**src/sv/hslm_pkg.sv**
```systemverilog
// Shared types and constants of the heading sector lift map.
package hslm_pkg;

  localparam int SECTOR_COUNT = 36;
  localparam int SEC_W        = 6;
  localparam int HEAD_W       = 12;
  localparam int LIFT_W       = 16;
  localparam int SUM_W        = 22;
  localparam int MAG_W        = 21;

  localparam logic [HEAD_W-1:0] FULL_TURN          = 12'd3600;
  localparam logic [HEAD_W-1:0] HALF_TURN          = 12'd1800;
  localparam logic [HEAD_W-1:0] QUARTER_TURN       = 12'd900;
  localparam logic [HEAD_W-1:0] THREE_QUARTER_TURN = 12'd2700;
  localparam logic [HEAD_W-1:0] SECTOR_WIDTH       = 12'd100;
  localparam logic [HEAD_W-1:0] HALF_SECTOR        = 12'd50;
  localparam logic [SEC_W-1:0]  LAST_SECTOR        = 6'd35;
  localparam logic [SEC_W-1:0]  SECTOR_TOTAL       = 6'd36;

  // x / 100 == (x * RECIP_100) >> 22, exact for x < 4096
  localparam logic [15:0] RECIP_100       = 16'd41944;
  localparam int          RECIP_100_SHIFT = 22;
  // x / 36 == (x * RECIP_36) >> 27, exact for x < 2**21
  localparam logic [21:0] RECIP_36        = 22'd3728271;
  localparam int          RECIP_36_SHIFT  = 27;

  typedef struct packed {
    logic [HEAD_W-1:0]        heading;
    logic [HEAD_W-1:0]        h_start;
    logic [SEC_W-1:0]         sec_start;
    logic signed [LIFT_W-1:0] climb_rate;
    logic                     turning_left;
    logic                     clear;
    logic                     north;
  } cmd_t;

  typedef enum logic [2:0] {
    ST_IDLE,
    ST_CLEAR,
    ST_WALK,
    ST_SUM,
    ST_SCALE,
    ST_EMIT
  } back_state_t;

endpackage

```
**src/sv/hslm_if.sv**
```systemverilog
// Request and result channel interfaces of the heading sector lift map.
interface hslm_in_if;
  logic                valid;
  logic                ready;
  logic [11:0]         heading;
  logic signed [15:0]  climb_rate;
  logic                circling;
  logic                turning_left;

  modport source(output valid, output heading, output climb_rate, output circling,
                 output turning_left, input ready);
  modport sink(input valid, input heading, input climb_rate, input circling,
               input turning_left, output ready);
endinterface

interface hslm_out_if;
  logic                valid;
  logic                ready;
  logic signed [15:0]  average_lift;

  modport source(output valid, output average_lift, input ready);
  modport sink(input valid, input average_lift, output ready);
endinterface

```
**src/sv/hslm_front.sv**
```systemverilog
// Front end: takes requests, reduces heading, classifies and queues commands.
module hslm_front
  import hslm_pkg::*;
(
  input  logic          clk,
  input  logic          rst_n,
  hslm_in_if.sink       in_chan,
  input  logic          q_full,
  output logic          q_push,
  output cmd_t          q_cmd
);

  logic [HEAD_W-1:0] prev_heading_r, prev_heading_nxt;
  logic              prev_circling_r, prev_circling_nxt;

  logic [HEAD_W-1:0] heading_red;
  logic [HEAD_W:0]   start_sum;
  logic [HEAD_W-1:0] start_off;
  logic [27:0]       sec_prod;
  logic              north;

  assign in_chan.ready = !q_full;
  assign q_push        = in_chan.valid && !q_full;

  always_comb begin
    heading_red = (in_chan.heading >= FULL_TURN) ? in_chan.heading - FULL_TURN
                                                 : in_chan.heading;

    // sector of the previous heading: ((h + 50) mod 3600) / 100
    start_sum = {1'b0, prev_heading_r} + {1'b0, HALF_SECTOR};
    if (start_sum >= {1'b0, FULL_TURN}) begin
      start_off = HEAD_W'(start_sum - {1'b0, FULL_TURN});
    end else begin
      start_off = start_sum[HEAD_W-1:0];
    end
    sec_prod = 28'(start_off) * 28'(RECIP_100);

    north = (heading_red < QUARTER_TURN && prev_heading_r > THREE_QUARTER_TURN) ||
            (prev_heading_r < QUARTER_TURN && heading_red > THREE_QUARTER_TURN);

    q_cmd.heading      = heading_red;
    q_cmd.h_start      = prev_heading_r;
    q_cmd.sec_start    = sec_prod[RECIP_100_SHIFT +: SEC_W];
    q_cmd.climb_rate   = in_chan.climb_rate;
    q_cmd.turning_left = in_chan.turning_left;
    q_cmd.clear        = !in_chan.circling && prev_circling_r;
    q_cmd.north        = north;

    prev_heading_nxt  = prev_heading_r;
    prev_circling_nxt = prev_circling_r;
    if (q_push) begin
      prev_heading_nxt  = heading_red;
      prev_circling_nxt = in_chan.circling;
    end
  end

  always_ff @(posedge clk) begin
    if (!rst_n) begin
      prev_heading_r  <= '0;
      prev_circling_r <= 1'b0;
    end else begin
      prev_heading_r  <= prev_heading_nxt;
      prev_circling_r <= prev_circling_nxt;
    end
  end

endmodule

```
**src/sv/hslm_queue.sv**
```systemverilog
// Command queue between front end and back end.
module hslm_queue
  import hslm_pkg::*;
#(
  parameter int DEPTH = 2
)
(
  input  logic clk,
  input  logic rst_n,
  input  logic push,
  input  cmd_t push_cmd,
  output logic full,
  input  logic pop,
  output cmd_t head_cmd,
  output logic empty
);

  localparam int PTR_W = $clog2(DEPTH);
  localparam int CNT_W = $clog2(DEPTH + 1);

  cmd_t             slot_r [DEPTH];
  logic [PTR_W-1:0] wr_ptr_r, wr_ptr_nxt;
  logic [PTR_W-1:0] rd_ptr_r, rd_ptr_nxt;
  logic [CNT_W-1:0] count_r, count_nxt;

  assign full     = (count_r == CNT_W'(DEPTH));
  assign empty    = (count_r == '0);
  assign head_cmd = slot_r[rd_ptr_r];

  always_comb begin
    wr_ptr_nxt = wr_ptr_r;
    rd_ptr_nxt = rd_ptr_r;
    count_nxt  = count_r;
    if (push) begin
      wr_ptr_nxt = (wr_ptr_r == PTR_W'(DEPTH - 1)) ? '0 : wr_ptr_r + 1'b1;
    end
    if (pop) begin
      rd_ptr_nxt = (rd_ptr_r == PTR_W'(DEPTH - 1)) ? '0 : rd_ptr_r + 1'b1;
    end
    priority if (push && !pop) begin
      count_nxt = count_r + 1'b1;
    end else if (pop && !push) begin
      count_nxt = count_r - 1'b1;
    end
  end

  always_ff @(posedge clk) begin
    if (!rst_n) begin
      wr_ptr_r <= '0;
      rd_ptr_r <= '0;
      count_r  <= '0;
    end else begin
      wr_ptr_r <= wr_ptr_nxt;
      rd_ptr_r <= rd_ptr_nxt;
      count_r  <= count_nxt;
    end
  end

  always_ff @(posedge clk) begin
    if (push) begin
      slot_r[wr_ptr_r] <= push_cmd;
    end
  end

endmodule

```
**src/sv/hslm_back.sv**
```systemverilog
// Back end: clears, walks and averages the sector table, drives results.
module hslm_back
  import hslm_pkg::*;
(
  input  logic          clk,
  input  logic          rst_n,
  input  logic          q_empty,
  input  cmd_t          q_head,
  output logic          q_pop,
  hslm_out_if.source    out_chan
);

  back_state_t state_r, state_nxt;

  cmd_t                     cur_r, cur_nxt;
  logic [HEAD_W-1:0]        h_r, h_nxt;
  logic [SEC_W-1:0]         sec_r, sec_nxt;
  logic [SECTOR_COUNT-1:0]  valid_r, valid_nxt;
  logic [SEC_W-1:0]         rd_cnt_r, rd_cnt_nxt;
  logic                     rd_pend_r, rd_pend_nxt;
  logic signed [SUM_W-1:0]  acc_r, acc_nxt;
  logic [MAG_W+21:0]        prod_r, prod_nxt;
  logic                     neg_r, neg_nxt;
  logic                     out_valid_r, out_valid_nxt;
  logic signed [LIFT_W-1:0] out_data_r, out_data_nxt;

  // sector table, registered read
  logic signed [LIFT_W-1:0] mem [SECTOR_COUNT];
  logic signed [LIFT_W-1:0] rd_data_r;
  logic                     rd_ok_r;
  logic                     mem_we;
  logic                     rd_en;

  logic [HEAD_W:0]          diff_sum;
  logic [HEAD_W-1:0]        diff;
  logic                     diff_neg;
  logic [SUM_W-1:0]         acc_neg;
  logic [MAG_W-1:0]         mag;
  logic [LIFT_W-1:0]        quot;
  logic [LIFT_W-1:0]        quot_neg;
  logic signed [LIFT_W-1:0] rd_val;

  assign out_chan.valid        = out_valid_r;
  assign out_chan.average_lift = out_data_r;

  always_comb begin
    // signed heading difference still to go, mod 3600
    diff_sum = {1'b0, cur_r.heading} + {1'b0, FULL_TURN} - {1'b0, h_r};
    if (diff_sum >= {1'b0, FULL_TURN}) begin
      diff = HEAD_W'(diff_sum - {1'b0, FULL_TURN});
    end else begin
      diff = diff_sum[HEAD_W-1:0];
    end
    diff_neg = diff > HALF_TURN;

    acc_neg  = -acc_r;
    mag      = acc_r[SUM_W-1] ? acc_neg[MAG_W-1:0] : acc_r[MAG_W-1:0];
    quot     = prod_r[RECIP_36_SHIFT +: LIFT_W];
    quot_neg = -quot;
    rd_val   = rd_ok_r ? rd_data_r : '0;

    state_nxt     = state_r;
    cur_nxt       = cur_r;
    h_nxt         = h_r;
    sec_nxt       = sec_r;
    valid_nxt     = valid_r;
    rd_cnt_nxt    = rd_cnt_r;
    rd_pend_nxt   = rd_pend_r;
    acc_nxt       = acc_r;
    prod_nxt      = prod_r;
    neg_nxt       = neg_r;
    out_data_nxt  = out_data_r;
    out_valid_nxt = out_valid_r && !out_chan.ready;
    q_pop         = 1'b0;
    mem_we        = 1'b0;
    rd_en         = 1'b0;

    unique case (state_r)
      ST_IDLE: begin
        if (!q_empty) begin
          q_pop     = 1'b1;
          cur_nxt   = q_head;
          h_nxt     = q_head.h_start;
          sec_nxt   = q_head.sec_start;
          state_nxt = q_head.clear ? ST_CLEAR : ST_WALK;
        end
      end
      ST_CLEAR: begin
        valid_nxt = '0;
        state_nxt = ST_WALK;
      end
      ST_WALK: begin
        if (cur_r.turning_left != diff_neg) begin
          rd_cnt_nxt  = '0;
          rd_pend_nxt = 1'b0;
          acc_nxt     = '0;
          state_nxt   = cur_r.north ? ST_SUM : ST_IDLE;
        end else begin
          mem_we           = 1'b1;
          valid_nxt[sec_r] = 1'b1;
          if (cur_r.turning_left) begin
            h_nxt   = (h_r >= SECTOR_WIDTH) ? h_r - SECTOR_WIDTH
                                            : h_r + (FULL_TURN - SECTOR_WIDTH);
            sec_nxt = (sec_r == '0) ? LAST_SECTOR : sec_r - 1'b1;
          end else begin
            h_nxt   = (h_r >= FULL_TURN - SECTOR_WIDTH) ? h_r - (FULL_TURN - SECTOR_WIDTH)
                                                        : h_r + SECTOR_WIDTH;
            sec_nxt = (sec_r == LAST_SECTOR) ? '0 : sec_r + 1'b1;
          end
        end
      end
      ST_SUM: begin
        if (rd_cnt_r != SECTOR_TOTAL) begin
          rd_en      = 1'b1;
          rd_cnt_nxt = rd_cnt_r + 1'b1;
        end
        rd_pend_nxt = rd_en;
        if (rd_pend_r) begin
          acc_nxt = acc_r + SUM_W'(rd_val);
        end
        if (rd_cnt_r == SECTOR_TOTAL && !rd_pend_r) begin
          state_nxt = ST_SCALE;
        end
      end
      ST_SCALE: begin
        prod_nxt  = (MAG_W + 22)'(mag) * (MAG_W + 22)'(RECIP_36);
        neg_nxt   = acc_r[SUM_W-1];
        state_nxt = ST_EMIT;
      end
      ST_EMIT: begin
        if (!out_valid_r || out_chan.ready) begin
          out_valid_nxt = 1'b1;
          out_data_nxt  = neg_r ? quot_neg : quot;
          state_nxt     = ST_IDLE;
        end
      end
      default: begin
        state_nxt = ST_IDLE;
      end
    endcase
  end

  always_ff @(posedge clk) begin
    if (!rst_n) begin
      state_r     <= ST_IDLE;
      valid_r     <= '0;
      rd_pend_r   <= 1'b0;
      out_valid_r <= 1'b0;
    end else begin
      state_r     <= state_nxt;
      valid_r     <= valid_nxt;
      rd_pend_r   <= rd_pend_nxt;
      out_valid_r <= out_valid_nxt;
    end
  end

  always_ff @(posedge clk) begin
    cur_r      <= cur_nxt;
    h_r        <= h_nxt;
    sec_r      <= sec_nxt;
    rd_cnt_r   <= rd_cnt_nxt;
    acc_r      <= acc_nxt;
    prod_r     <= prod_nxt;
    neg_r      <= neg_nxt;
    out_data_r <= out_data_nxt;
  end

  always_ff @(posedge clk) begin
    if (mem_we) begin
      mem[sec_r] <= cur_r.climb_rate;
    end
    if (rd_en) begin
      rd_data_r <= mem[rd_cnt_r];
      rd_ok_r   <= valid_r[rd_cnt_r];
    end
  end

endmodule

```
**src/sv/heading_sector_lift_map_unit.sv**
```systemverilog
// Top level of the heading sector lift map: front end, command queue, back end.
//
// in_chan carries heading samples (heading, climb_rate, circling, turning_left);
// out_chan carries average_lift, one result per sample that crosses north.
// Both use valid/ready; a request is taken when valid and ready are high.
// The front end takes a request whenever the command queue has room
// (QUEUE_DEPTH entries), so ready only drops when the queue is full.
// The back end runs one command at a time: it takes the command, clears the
// table if asked, writes each sector it walks over (up to 19), then stops.
// A north crossing adds a pass that reads and sums the 36-entry sector memory,
// a multiply by the reciprocal of 36 and a load of the output register.
// When out_chan stalls, the result waits in the output register; the back end
// holds a further result until it drains, and the queue fills behind it.
// Reset zeroes the sector table through its valid bits, the stored heading
// and circling flag, and empties the queue; no clearing pass is needed.
module heading_sector_lift_map_unit
  import hslm_pkg::*;
#(
  parameter int QUEUE_DEPTH = 2
)
(
  input  logic       clk,
  input  logic       rst_n,
  hslm_in_if.sink    in_chan,
  hslm_out_if.source out_chan
);

  logic q_push;
  logic q_full;
  logic q_pop;
  logic q_empty;
  cmd_t push_cmd;
  cmd_t head_cmd;

  hslm_front u_front (
    .clk     (clk),
    .rst_n   (rst_n),
    .in_chan (in_chan),
    .q_full  (q_full),
    .q_push  (q_push),
    .q_cmd   (push_cmd)
  );

  hslm_queue #(
    .DEPTH (QUEUE_DEPTH)
  ) u_queue (
    .clk      (clk),
    .rst_n    (rst_n),
    .push     (q_push),
    .push_cmd (push_cmd),
    .full     (q_full),
    .pop      (q_pop),
    .head_cmd (head_cmd),
    .empty    (q_empty)
  );

  hslm_back u_back (
    .clk      (clk),
    .rst_n    (rst_n),
    .q_empty  (q_empty),
    .q_head   (head_cmd),
    .q_pop    (q_pop),
    .out_chan (out_chan)
  );

endmodule

```
**src/flat_wrapper.sv**
```systemverilog
// flat-port wrapper written by rule: the top's interface ports become plain ports
module heading_sector_lift_map_unit_flat import hslm_pkg::*;
#(
  parameter int QUEUE_DEPTH = 2
)
  (clk, rst_n, in_chan_valid, in_chan_heading, in_chan_climb_rate, in_chan_circling, in_chan_turning_left, in_chan_ready, out_chan_valid, out_chan_average_lift, out_chan_ready);
  hslm_in_if in_chan_i ();
  hslm_out_if out_chan_i ();
  input  logic clk;
  input  logic rst_n;
  input wire logic [$bits(in_chan_i.valid)-1:0] in_chan_valid;
  input wire logic [$bits(in_chan_i.heading)-1:0] in_chan_heading;
  input wire logic [$bits(in_chan_i.climb_rate)-1:0] in_chan_climb_rate;
  input wire logic [$bits(in_chan_i.circling)-1:0] in_chan_circling;
  input wire logic [$bits(in_chan_i.turning_left)-1:0] in_chan_turning_left;
  output wire logic [$bits(in_chan_i.ready)-1:0] in_chan_ready;
  output wire logic [$bits(out_chan_i.valid)-1:0] out_chan_valid;
  output wire logic [$bits(out_chan_i.average_lift)-1:0] out_chan_average_lift;
  input wire logic [$bits(out_chan_i.ready)-1:0] out_chan_ready;
  assign in_chan_i.valid = in_chan_valid;
  assign in_chan_i.heading = in_chan_heading;
  assign in_chan_i.climb_rate = in_chan_climb_rate;
  assign in_chan_i.circling = in_chan_circling;
  assign in_chan_i.turning_left = in_chan_turning_left;
  assign in_chan_ready = in_chan_i.ready;
  assign out_chan_valid = out_chan_i.valid;
  assign out_chan_average_lift = out_chan_i.average_lift;
  assign out_chan_i.ready = out_chan_ready;
  heading_sector_lift_map_unit #(.QUEUE_DEPTH(QUEUE_DEPTH)) u_core (.clk(clk), .rst_n(rst_n), .in_chan(in_chan_i), .out_chan(out_chan_i));
endmodule
```
**config.mk**
```make
export PLATFORM = sky130hd
export DESIGN_NAME = heading_sector_lift_map_unit_flat
export DESIGN_NICKNAME = d
export VERILOG_FILES = /design/src/sv/hslm_pkg.sv /design/src/sv/hslm_if.sv /design/src/sv/hslm_front.sv /design/src/sv/hslm_queue.sv /design/src/sv/hslm_back.sv /design/src/sv/heading_sector_lift_map_unit.sv /design/src/flat_wrapper.sv
export SDC_FILE = /design/constraint.sdc
export NUM_CORES = 2
export LEC_CHECK = 0
export BUFFER_PORTS_ARGS = -buffer_cell sky130_fd_sc_hd__buf_2
export CAP_MARGIN = 20
export CORE_ASPECT_RATIO = 1.75
export CORE_MARGIN = 1.5
export CORE_UTILIZATION = 35
export DETAILED_ROUTE_END_ITERATION = 16
export GPL_TIMING_DRIVEN = 0
export REMOVE_ABC_BUFFERS = 1
export SYNTH_ARGS = -nofsm -noshare
export SYNTH_HDL_FRONTEND = slang
export SYNTH_SLANG_ARGS = --single-unit
```
**constraint.sdc**
```tcl
create_clock -name clk -period 20.1 [get_ports clk]
set_input_delay 2.01 -clock clk [delete_from_list [all_inputs] [get_ports clk]]
set_output_delay 2.01 -clock clk [all_outputs]
set_load 0.02 [all_outputs]
```
Yosys cells after proc, flatten, opt, wreduce, memory -nomap -nowiden
Memories as Yosys holds them, arrays and structs flattened. A register that Yosys moved wholly into a read port is not among the register bits.
Index checks and enable logic that the tools add are counted.
{"block": "classes", "addsub": 20, "n_mul": 2, "magnitude_cmp": 13, "eq_ne": 17, "mux": 57, "bitwise_logic": 2, "reduce_logical": 33}
{"op": "two-way mux 12 bit", "count": 8}
{"op": "one-hot mux 36 bit (2 select lines)", "count": 1}
{"op": "subtractor 12 bit (second input constant)", "count": 4}
{"op": "two-way mux 22 bit", "count": 2}
{"op": "one-hot mux 22 bit (2 select lines)", "count": 1}
{"op": "multiplier 21 x 22 -> 43 bit (second input constant)", "count": 1}
{"op": "two-way mux 6 bit", "count": 7}
{"op": "two-way mux 36 bit", "count": 1}
{"op": "OR 36 bit", "count": 1}
{"op": "two-way mux 16 bit", "count": 2}
{"op": ">= comparator 13 x 12 -> 1 bit (second input constant)", "count": 2}
{"op": "multiplier 12 x 13 -> 25 bit (second input constant)", "count": 1}
{"op": ">= comparator 12 bit (second input constant)", "count": 2}
{"op": "> comparator 12 bit (second input constant)", "count": 2}
{"op": "< comparator 12 x 10 -> 1 bit (second input constant)", "count": 2}
{"op": "one-hot mux 12 bit (2 select lines)", "count": 1}
{"op": "one-hot mux 6 bit (2 select lines)", "count": 2}
{"op": "adder 22 x 16 -> 22 bit", "count": 1}
{"op": "two-way mux 21 bit", "count": 1}
{"op": "negator 21 bit", "count": 1}
{"op": "two-way mux 1 bit", "count": 19}
{"op": "one-hot mux 3 bit (6 select lines)", "count": 1}
{"op": "negator 16 bit", "count": 1}
{"op": "< comparator 6 x 7 -> 1 bit (second input constant)", "count": 2}
{"op": "38 further kinds", "count": 78}
{"block": "word_totals", "register_bits": 195, "ram_bits": 674, "input_bits": 34, "output_inout_bits": 18, "elab_cells": 167, "n_memories": 2}
{"name": "u_core.u_back.mem", "depth": 36, "word_bits": 16, "rd": 1, "rd_ports_with_merged_regs": 1, "write_ports": 1, "line_no": "hslm_back.sv:28", "rtl": "logic signed [LIFT_W-1:0] mem [SECTOR_COUNT];"}
{"name": "u_core.u_queue.slot_r", "depth": 2, "word_bits": 49, "rd": 1, "rd_ports_with_merged_regs": 1, "write_ports": 1, "line_no": "hslm_queue.sv:21", "rtl": "cmd_t slot_r [DEPTH];"}

Depth between registers and ports, before layout
{"block": "logic_depth", "word_depth": 10, "depth_mapped": 33, "depth_no_buf": 32}

By module
Synthesis repeated with hierarchy kept, for this count alone.
{"block": "hier_totals", "cells_unflattened": 3185, "area_unflattened_um2": 46315.7}
{"mod": "hslm_back", "instances": 1, "cells_per_inst": 2525, "area_per_inst_um2": 38464.4, "seq_area_each_um2": 21901.0}
{"mod": "hslm_front", "instances": 1, "cells_per_inst": 486, "area_per_inst_um2": 4100.2, "seq_area_each_um2": 260.2}
{"mod": "hslm_queue", "instances": 1, "cells_per_inst": 174, "area_per_inst_um2": 3751.1, "seq_area_each_um2": 3042.9}

Worst setup path before layout
No wires, ideal clock.
{"block": "synth_path", "path_kind": "reg2reg", "startpoint": "register u_core.u_back.acc_r[2]", "endpoint": "register u_core.u_back.prod_r[42], data pin", "setup_ns": 0.260, "arrival_time_ns": 7.814, "required_ns": 19.840, "path_slack_ns": 12.026, "stages_incl_launch_ff": 30, "path_buffers": 1, "period_less_slack_ns": 8.074, "cell_sequence": "edfxtp_1 or4_1 nor3_1 nand3_1 o41ai_1 xnor2_1 ha_1 inv_1 ha_1 nand2b_1 fa_1 inv_1 fa_1 fa_1 fa_1 inv_1 fa_1 inv_1 fa_1 inv_1 ha_1 nand4_1 nor4_1 o221ai_1 and3_1 clkbuf_1 o31ai_1 a211oi_1 o21bai_1 xnor2_1"}
{"block": "synth_between", "elab_chain_cells": 3}
{"item": "from (decl)", "line_no": "hslm_back.sv:21", "rtl": "logic signed [SUM_W-1:0] acc_r, acc_nxt;"}
{"item": "from (signal assigned)", "line_no": "hslm_back.sv:162", "rtl": "acc_r <= acc_nxt;"}
{"item": "negator 21 bit", "line_no": "hslm_back.sv:56", "rtl": "acc_neg = -acc_r;"}
{"item": "two-way mux 21 bit (*)", "line_no": "hslm_back.sv:57", "rtl": "mag = acc_r[SUM_W-1] ? acc_neg[MAG_W-1:0] : acc_r[MAG_W-1:0];"}
{"item": "multiplier 21 x 22 -> 43 bit (*)", "line_no": "hslm_back.sv:126", "rtl": "prod_nxt = (MAG_W + 22)'(mag) * (MAG_W + 22)'(RECIP_36);"}
{"item": "to (signal assigned)", "line_no": "hslm_back.sv:163", "rtl": "prod_r <= prod_nxt;"}
{"item": "to (decl)", "line_no": "hslm_back.sv:22", "rtl": "logic [MAG_W+21:0] prod_r, prod_nxt;"}
Mark *: on every way between the ends. The rest lies on a longest branch, timed or not.
A chain may end at the register's enable or synchronous reset.

Final worst setup path
{"block": "layout_path", "startpoint": "register u_core.u_back.acc_r[4]", "endpoint": "register u_core.u_back.prod_r[42], data pin"}
Same word-level chain as after synthesis.

==> qor.txt <==
FF-to-FF path depth = 28
CTS tree = built
Setup TNS = 0 ns
Initial antenna violation count = 6
CTS root buffer = clkbuf_16
FF-to-FF Start = u_core.u_back.acc_r[4]
Hold Violations, Final = 0
Placed Instances = 4938
GRT Resource Usage Total = 16.1%
Hold Crit Endpoint = u_core.u_back.valid_r[29]
Area leader, netlist = edfxtp_1
Starting Density = 35.3%
Layout area overhead = 16.0%
CP required = 20.54 ns
TritonRoute pass-1 iters = 5
Slew Viols, Final = 0
Crit Path Class = reg2reg
Clock tree buffer depth = 3
Hold Crit Start = u_core.u_back.valid_r[29]
Port Buffers = 51
Clock skew = 0.0409 ns
Tcrit/Tclk final = 45.9%
Synthesized area = 0.0460 mm^2
Detail Route Antenna Nets = 0
Final GP Congestion = 0.887
Layout filler cell count = 11850
Worst Setup Slack, final = 10.88 ns
Top cells by area, synth = edfxtp_1 52%, mux4_2 9.2%, ha_1 8.9%, fa_1 7.7%, inv_1 3.4%
Yosys top cell area share = 52.2%
Critical Path Sink Type = register
# Max-Cap Violations = 0
Ports = 52
Final Instance Area = 0.0534 mm^2
Final min period = 9.22 ns
Worst rel slew slack = 31.3%
Via count = 25996
Crit path launch type = register
Yosys warning count = 0
RSZ-0062 raised after global routing = false
Final setup violating endpoints = 0
Sequential Area = 0.0252 mm^2
Worst Tran Pin Value = 1.03 ns
Hold path depth = 2
Number of global-route vias before repair = 27646
Area of the multi-input gates = 0.0190 mm^2
Drt first-iter violations = 1734
Layout net count = 3885
Reg clk slew, reported paths = 0.08 ns
Status = complete, no violations
First-pass GRT wire length = 162000 um
Data arrival, critical path = 9.66 ns
CTS resizes = 0
Vias per cell = 5.10
Die X = 277 um
Drt wl/cell = 20.9 um
Critical-path top delay cell = or4_1
Worst path bufs/invs = 5
Die Ht = 483 um
Core Box Area = 0.130 mm^2
Site row count = 175
DRC Markers = 0
Commonest cells in the netlist = 800 x edfxtp_1, 411 x inv_1, 327 x ha_1
Setup Slack @ Placement = 10.67 ns
Top delay family on crit path = adder cells
Crit-path most repeated cell = fa_1
Post-synth cell types = 79
Detail Placement HPWL = 82800 um
Post-Synthesis Cells = 3194
Worst r2r dst = u_core.u_back.prod_r[42]
CP max stage delay = 0.62 ns
Non-Filler Instances = 5098
Placed cell area = 0.0504 mm^2
Ys flop type = edfxtp_1
FFs w/ async S/R, synth = 0%
# hold bufs at CTS = 0
Worst Hold Class = reg2reg
Total gr overflow = 0
Syn Area/Cell = 14.4 um^2
Postcts setup bufs = 0
EDFF count, synth = 800
Htree depth = 3
Die area = 0.134 mm^2
Max Freq = 108 MHz
Crit path depth = 28
Largest net degree at the start of global routing = 57
FF-to-FF setup slack = 10.88 ns
Clock latency on the worst-skew pair = 0.70 ns
CTS Sinks = 859
Most instantiated library cell after synthesis = edfxtp_1
Seq/Total Area, Yosys = 54.8%
Clock buffer count from CTS = 82
Total Wirelength = 107000 um
Layout cells sized above 1 = 17.5%
Seq cells post-synth = 859
Worst-path maximum fanout = 6
[state kept, by name (all words and copies together), names as in the netlist, named ones only]
signal and flops:
u_core.u_back.mem 576, u_core.u_queue.slot_r 98, u_core.u_back.valid_r 36, u_core.u_back.cur_r 30, u_core.u_back.acc_r 22, u_core.u_back.out_chan.average_lift 16, u_core.u_back.prod_r 16, u_core.u_back.rd_data_r 16
u_core.u_back.h_r 12, u_core.u_front.prev_heading_r 12, u_core.u_back.rd_cnt_r 6, u_core.u_back.sec_r 6, u_core.u_back.state_r 3, u_core.u_queue.count_r 2, u_core.u_back.neg_r 1, u_core.u_back.out_chan.valid 1
u_core.u_back.rd_ok_r 1, u_core.u_back.rd_pend_r 1, u_core.u_front.prev_circling_r 1, u_core.u_queue.rd_ptr_r 1, u_core.u_queue.wr_ptr_r 1
[worst max path at each step]
stage	end	slack, ns	start
global placement	u_core.u_back.state_r[1]	8.10	u_core.u_back.rd_cnt_r[0]
finish	u_core.u_back.prod_r[42]	10.88	u_core.u_back.acc_r[4]
floorplan	u_core.u_back.state_r[1]	11.94	u_core.u_back.rd_cnt_r[0]
global route	u_core.u_back.prod_r[42]	10.13	u_core.u_back.acc_r[4]
CTS	u_core.u_back.prod_r[42]	10.68	u_core.u_back.acc_r[4]
detailed placement	u_core.u_back.prod_r[42]	10.67	u_core.u_back.acc_r[4]
[final cells by class]
type,count,share of cell area [%]
repair buffers,186,5.09
clock buffers,102,4.16
well taps,1681,3.94
flip-flops and latches,859,47.2
multi-input cells,1806,35.6
clock inverters,50,1.07
inverters,411,2.89
diodes,3,0.0141
[cell usage in the layout, fill, tap and decap left out, types with 76 or more instances in the layout]
cell	synthesis	layout
o21ai_0	98	98
nor2_1	104	102
clkbuf_16	0	85
fa_1	178	178
mux4_2	187	187
a21oi_1	77	76
xnor2_1	83	83
inv_1	411	410
nand2_1	163	163
edfxtp_1	800	800
ha_1	327	327
[worst min-delay path: stages, from the launching register on]
cell and delay, ns:
dfxtp_1 0.31, nand2_1 0.05, o21ai_1 0.05
[stage by stage]
step                hold WS (ns)  util, %
finish                     0.449     41.0
global route               0.472     41.0
CTS                        0.449     40.9
detailed placement         0.437     38.7
global placement           0.428     36.8
floorplan                  0.420        -
[layer usage]
metal  routed length (um)  global-route usage, %
met1                36100                   15.6
met2                62600                   33.2
met3                 3340                   1.82
met4                 4690                   7.64
met5                   53                      0
[kinds of logic after synthesis]
logic type,count (synthesis),share of synthesized area [%]
muxes,250,10.6
DFF,859,54.8
AOI/OAI and AO/OA,390,5.54
and+or+nand+nor,541,5.76
buffers and inverters,529,4.41
xor gates and xnor gates,120,2.28
adders and majority gates,505,16.6
Power is not shown: default switching activity piles up to over one toggle a cycle in this logic, so the estimate is an artifact.
